**src/sv/btp_pkg.sv**
```systemverilog
package btp_pkg;

  // direct-mapped table geometry
  localparam int unsigned INDEX_BITS = 6;
  localparam int unsigned ENTRIES    = 1 << INDEX_BITS;

  // rv32 opcodes of control transfers
  localparam logic [6:0] OP_BRANCH = 7'd99;
  localparam logic [6:0] OP_JALR   = 7'd103;
  localparam logic [6:0] OP_JAL    = 7'd111;

  // predictor modes
  typedef enum logic [1:0] {
    MODE_TAKEN     = 2'd0,
    MODE_NOT_TAKEN = 2'd1,
    MODE_ONE_BIT   = 2'd2,
    MODE_TWO_BIT   = 2'd3
  } mode_t;

  // counter codes
  localparam logic [1:0] CTR_STRONG_NT = 2'd0;
  localparam logic [1:0] CTR_STRONG_T  = 2'd3;

  typedef logic [INDEX_BITS-1:0] idx_t;

  // one table entry; valid comes from flops, the rest from the memory
  typedef struct packed {
    logic        valid;
    logic [31:0] tag;
    logic [31:0] target;
    logic [1:0]  ctr;
  } entry_t;

  function automatic logic [31:0] imm_b(input logic [31:0] w);
    imm_b = {{20{w[31]}}, w[7], w[30:25], w[11:8], 1'b0};
  endfunction

  function automatic logic [31:0] imm_j(input logic [31:0] w);
    imm_j = {{12{w[31]}}, w[19:12], w[20], w[30:21], 1'b0};
  endfunction

endpackage

```
**src/sv/btp_table.sv**
```systemverilog
module btp_table (
  input  logic            clk,
  input  logic            rst_n,
  input  logic            rd_en,
  input  btp_pkg::idx_t   rd_idx,
  output btp_pkg::entry_t rd_entry,
  input  logic            wr_en,
  input  btp_pkg::idx_t   wr_idx,
  input  btp_pkg::entry_t wr_entry
);
  import btp_pkg::*;

  entry_t mem [ENTRIES];
  logic [ENTRIES-1:0] valid_r;

  entry_t rd_q_r;
  logic   rd_vld_r;
  logic   byp_r;
  entry_t byp_data_r;

  // storage, no reset
  always_ff @(posedge clk) begin
    if (wr_en) begin
      mem[wr_idx] <= wr_entry;
    end
    if (rd_en) begin
      rd_q_r     <= mem[rd_idx];
      byp_data_r <= wr_entry;
    end
  end

  // valid bits and bypass control
  always_ff @(posedge clk) begin
    if (!rst_n) begin
      valid_r  <= '0;
      rd_vld_r <= 1'b0;
      byp_r    <= 1'b0;
    end else begin
      if (wr_en) begin
        valid_r[wr_idx] <= 1'b1;
      end
      if (rd_en) begin
        // a write landing on the same edge is forwarded, memory reads old data
        byp_r    <= wr_en && (wr_idx == rd_idx);
        rd_vld_r <= valid_r[rd_idx] || (wr_en && (wr_idx == rd_idx));
      end
    end
  end

  always_comb begin
    rd_entry       = byp_r ? byp_data_r : rd_q_r;
    rd_entry.valid = rd_vld_r;
  end

`ifndef NO_ASSERTIONS
  a_write_sets_valid: assert property (@(posedge clk) disable iff (!rst_n)
    wr_en |=> valid_r[$past(wr_idx)])
    else $error("written entry not marked valid");

  a_forward_same_entry: assert property (@(posedge clk) disable iff (!rst_n)
    (rd_en && wr_en && rd_idx == wr_idx) |=>
      (rd_entry.valid && rd_entry.tag == $past(wr_entry.tag)
       && rd_entry.ctr == $past(wr_entry.ctr)))
    else $error("same-entry write not forwarded to read");
`endif

endmodule

```
**config.mk**
```make
export PLATFORM = sky130hd
export DESIGN_NAME = btp_table
export DESIGN_NICKNAME = d
export VERILOG_FILES = /design/src/sv/btp_pkg.sv /design/src/sv/btp_table.sv
export SDC_FILE = /design/constraint.sdc
export NUM_CORES = 2
export LEC_CHECK = 0
export BUFFER_PORTS_ARGS = -buffer_cell sky130_fd_sc_hd__buf_2
export CAP_MARGIN = 40
export CORE_AREA = 2 2 749 751
export CTS_BUF_LIST = sky130_fd_sc_hd__clkbuf_8
export DETAILED_ROUTE_END_ITERATION = 7
export DIE_AREA = 0 0 751 753
export SYNTH_ARGS = -nofsm -noshare
export SYNTH_HDL_FRONTEND = slang
export SYNTH_MEMORY_MAX_BITS = 65536
export SYNTH_SLANG_ARGS = --single-unit
```
**constraint.sdc**
```tcl
create_clock -name clk -period 17 [get_ports clk]
set_clock_uncertainty 0.05 [all_clocks]
set_input_delay 0.85 -clock clk [delete_from_list [all_inputs] [get_ports clk]]
set_output_delay 0.85 -clock clk [all_outputs]
set_load 0.01 [all_outputs]
```
## Yosys cells after proc, flatten, opt, wreduce, memory -nomap -nowiden

Memory sizes are Yosys's and may differ from the RTL's. A register that Yosys moved wholly into a read port is not among the register bits.
Cells that the tools add are included.

| cells by class | value |
|---|---|
| add/sub/neg operators | 0 |
| multiply operators | 0 |
| div/mod/pow operators | 0 |
| $lt $le $gt $ge | 3 |
| equality and inequality tests | 1 |
| shift-type cells | 0 |
| muxes and demuxes | 7 |
| bitwise gates (word level) | 1 |
| reductions and logical operators | 3 |

Operator list:

| cell | count |
|---|---|
| 2-to-1 mux 66 bit | 1 |
| OR 64 bit | 1 |
| < comparator 6 x 7 -> 1 bit, second input constant | 2 |
| binary-select mux 1 bit (select 6 bit) | 1 |
| demux 1 bit (select 6 bit) | 1 |
| equality test 6 bit | 1 |
| >= comparator 6 x 1 -> 1 bit, second input constant | 1 |
| 2-to-1 mux 1 bit | 4 |
| logical AND 1 bit | 2 |
| logical OR 1 bit | 1 |

| storage, ports and cells | value |
|---|---|
| flip-flop bits (word level) | 132 |
| latch bits | 0 |
| RAM bits | 4288 |
| memory bits (read-only) | 0 |
| input port bits | 83 |
| output and inout port bits | 67 |
| word-level logic and storage cells | 22 |
| memories kept | 1 |

Memory list:

| memory | depth | width | read ports | clocked after Yosys merged registers in | wr ports | line | text |
|---|---|---|---|---|---|---|---|
| mem | 64 | 67 | 1 | 1 | 1 | btp_table.sv:13 | `entry_t mem [ENTRIES];` |

## Depth between registers and ports, before layout

| depth | value |
|---|---|
| depth after elaboration | 5 |
| depth in mapped cells | 8 |
| gate-level depth less buffers | 5 |

## Worst setup path after synthesis

Ideal clock, no wire load.

| timing path | value |
|---|---|
| kind | input to register |
| from | input port wr_idx[4] |
| to | memory mem[48][0] (netlist bit), enable pin |
| library setup time | 0.573 ns |
| data arrival time | 5.925 ns |
| required time | 16.377 ns |
| setup slack | 10.451 ns |
| stages on the path | 4 |
| buffers on the path | 1 |
| cells stage by stage | clkbuf_1 > and3b_1 > nand2_1 > nor3_1 |

RTL lines:

| element | line | text |
|---|---|---|
| start, declared | btp_table.sv:8 | `input btp_pkg::idx_t wr_idx,` |
| end, declared | btp_table.sv:13 |  |

Straight into the memory's write port.

==> metrics.txt <==
status=finished, final reports clean; Clk pwr share=38.6%; post-synthesis adder-cell area fraction=0%; Seq/Total Area, Yosys=79.2%; CP endpoint kind=register; Simple-Gate Fraction of Synth Area=0.442%; minimum clock period=4.66 ns; Avg Cell Area, Syn=25.4 um2; XOR/XNOR Fraction of Synth Area=0.0315%; Port Buf Inserts=148; global-route wire length before repair=637000 um; pre-CTS WS=11.13 ns; root buffer cell=clkbuf_8; DRT iter0 DRCs=10300; horizontal die dimension=751 um; clk_lat worst skew=1.24 ns; CTS tree=yes; DRT Wirelength=461000 um; DRC Markers=0; Clock Tree Buf Depth=4; CTS H-tree depth=6; switch share=22.4%; Post-synth ARST share=0%; Total GRT Usage=15.9%; Unique masters post-synth=32; Worst Setup SP=rd_idx[2]; Die Ht=753 um; Yosys Warn Count=0; clock-pin slew on the worst setup and hold paths=0.07 ns; mux cell area share after synthesis=18.5%; Placement Rows=about 280; worst path arrival time=between 5 and 6 ns; Sink Count=roughly 4400; pin count of the biggest net entering global routing=138; sequential fraction of design power=56.4%; setup tns final=0 ns; setup violators final=0; Reg2Reg Launch Point=mem[55][58]; Post-CTS Setup Inserts=0; combinational family with the most area after synthesis=multiplexers; combinational power share=5.0%; synthesized instance count=6569; I/O pin count=150; syn nets=between 6000 and 7000; Peak VDD IR=76.5 uV; 1st-pass router iterations=5; Tcrit/Tclk final=~27%; Pint=~17 mW; initial core utilization=between 20% and 30%; Core Footprint=558000 um2; Nets=approximately 7500; CP required=17.86 ns; CTS resizes=0; P_leak=60.1 nW; Critical Path Source Type=primary input; Hold Fails Final Rpt=0; routability cong.=0.750; Compound-Gate Fraction of Synth Area=0.907%; Final ANT Viol Nets=0; P&R area growth vs syn=16.3%; CP max FO=~140; actual slew at the worst max-slew pin=1.15 ns; Worst Hold Launch=wr_entry[55]; RSZ-0062 raised after global routing=false; Hold Crit Class=in2reg; kind of critical path=in2reg; Post-DP HPWL=252000 um; initial antenna violation count=59; Relative slew margins=23.4%; #FFs+latches synth=4422; vias in the first global route=80900; Net Switching=4.80 mW; die area=566000 um2; total CTS buffers=slightly below 700; Max-cap violations=0; DR vias=78700; Vias/cell=~5.1; Final Util=34.8%; Power per Cell Area=between 100 and 150 nW/um2; Main synth FF type=edfxtp_1; Final WS setup=12.34 ns; WL/cell=29.8 um; Fmax=between 0.2 and 0.25 GHz; Overflow after GRT=0; layout cells sized above 1=a little over a third; number of flops mapped to enable cells by yosys=4356; max-slew violations=0; fillcell total=50800; synthesized area=167000 um2
## path summary, 6_finish.rpt
| check | end | slack, ns | cells past startpoint |
|---|---|---|---|
| setup / recovery | rd_q_r[12] | 12.34 | 9 |
| hold reg to reg | valid_r[22] | 0.41 | 1 |
| hold / removal | mem[54][55] | 0.06 | 2 |
| setup reg to reg | rd_q_r[58] | 14.52 | 4 |
## layout by cell type, fill, tap and decap left out, drive strengths merged
cell type | synthesis | layout
dfxtp | 66 | 66
and2 | 2 | 2
xor2 | 3 | 3
bufinv | 0 | 15
o211ai | 1 | 1
edfxtp | 4356 | 4356
or3 | 1 | 1
o21ai | 1 | 1
nor2b | 6 | 6
nand4 | 2 | 2
clkbuf | 200 | 705
nor3 | 4 | 4
o2111a | 1 | 1
nand3 | 7 | 7
mux4 | 1336 | 1336
and3b | 1 | 1
buf | 152 | 488
or3b | 2 | 2
a22oi | 132 | 132
clkinvlp | 0 | 15
nand2 | 80 | 80
mux2 | 67 | 67
inv | 0 | 243
mux2i | 7 | 7
a21boi | 1 | 1
nor4 | 1 | 1
diode | 0 | 15
nor2 | 66 | 66
a31oi | 1 | 1
dlygate4sd3 | 0 | 57
clkinv | 0 | 254
nand3b | 2 | 2
xnor2 | 3 | 3
nand2b | 3 | 3
o21a | 64 | 64
a21oi | 1 | 1
## layer usage
layer  track usage [%]  vias to the layer above  wire, um
met1              20.9                    43300    180000
li1                  -                    30700         -
met2              26.7                     3841    229000
met5                 0                        -       250
met4              4.45                       42     12600
met3              3.22                      774     39000
## area by class of cell
cell class,instances,area (um2),share of cell area [%]
diodes,15,37.5,0.0193
clock buffers,705,9700,5.00
clock inverters,527,2850,1.47
multi-input cells,1795,33700,17.4
flip-flops and latches,4422,132000,68.1
well taps,7479,9360,4.82
repair buffers,545,6290,3.24
## critical path, cell delays in order
cell,delay (ns)
buf_8,0.52
buf_12,0.60
buf_12,0.60
buf_4,0.58
buf_16,0.33
mux4_2,0.36
mux4_2,0.52
a22oi_1,0.33
nand2_1,0.09
## synth_stat cells (7+ instances only)
library cell  count  area (um2)
dfxtp_1          66        1320
a22oi_1         132         991
nor2_1           66         248
mux2_2           67         754
mux2i_1           7        70.1
nand3_1           7        35.0
o21a_1           64         480
buf_2           102         510
buf_1            41         154
clkbuf_1        200         751
edfxtp_1       4356      131000
nand2_1          80         300
mux4_2         1336       30100
buf_4             9        67.6
## timing repair
| action | CTS | global route |
|---|---|---|
| setup endpoints to repair | 0 | 0 |
| hold buffers | 25 | 32 |
| hold endpoints to repair | 312 | 108 |
## cells by family after synthesis
| kind of cell | after synthesis |
|---|---|
| AO/OA/AOI/OAI | 202 |
| XOR/XNOR | 6 |
| buffers and inverters | 352 |
| flip-flops | 4422 |
| multiplexers | 1410 |
| AND/OR/NAND/NOR | 177 |
## power by group through the flow
stage          combinational [mW]  clock, mW  sequential (mW)
3_5_place_dp                 1.05          0             12.3
4_1_cts                      1.06       8.44             12.1
6_report                     1.07       8.28             12.1
3_3_place_gp                0.990          0             12.3
2_1_floorplan               0.589          0             12.3
5_1_grt                      1.14       8.91             12.1
## state kept, by name (all words and copies together) (netlist names)
register    cells
mem          4224
valid_r        64
rd_vld_r        1
rd_q_r         66
byp_r           1
byp_data_r     66
## metrics by stage
stage	total power [mW]	hold WS, ns	std cells	area, um2
2_1_floorplan	12.9	0.385	6569	167000
3_3_place_gp	13.3	0.392	14000	178000
3_5_place_dp	13.4	0.399	14100	180000
4_1_cts	21.6	0.000386	15400	193000
5_1_grt	22.2	0.0265	15500	194000
6_report	21.5	0.0600	15500	194000
(Power assumes the default switching activity.)
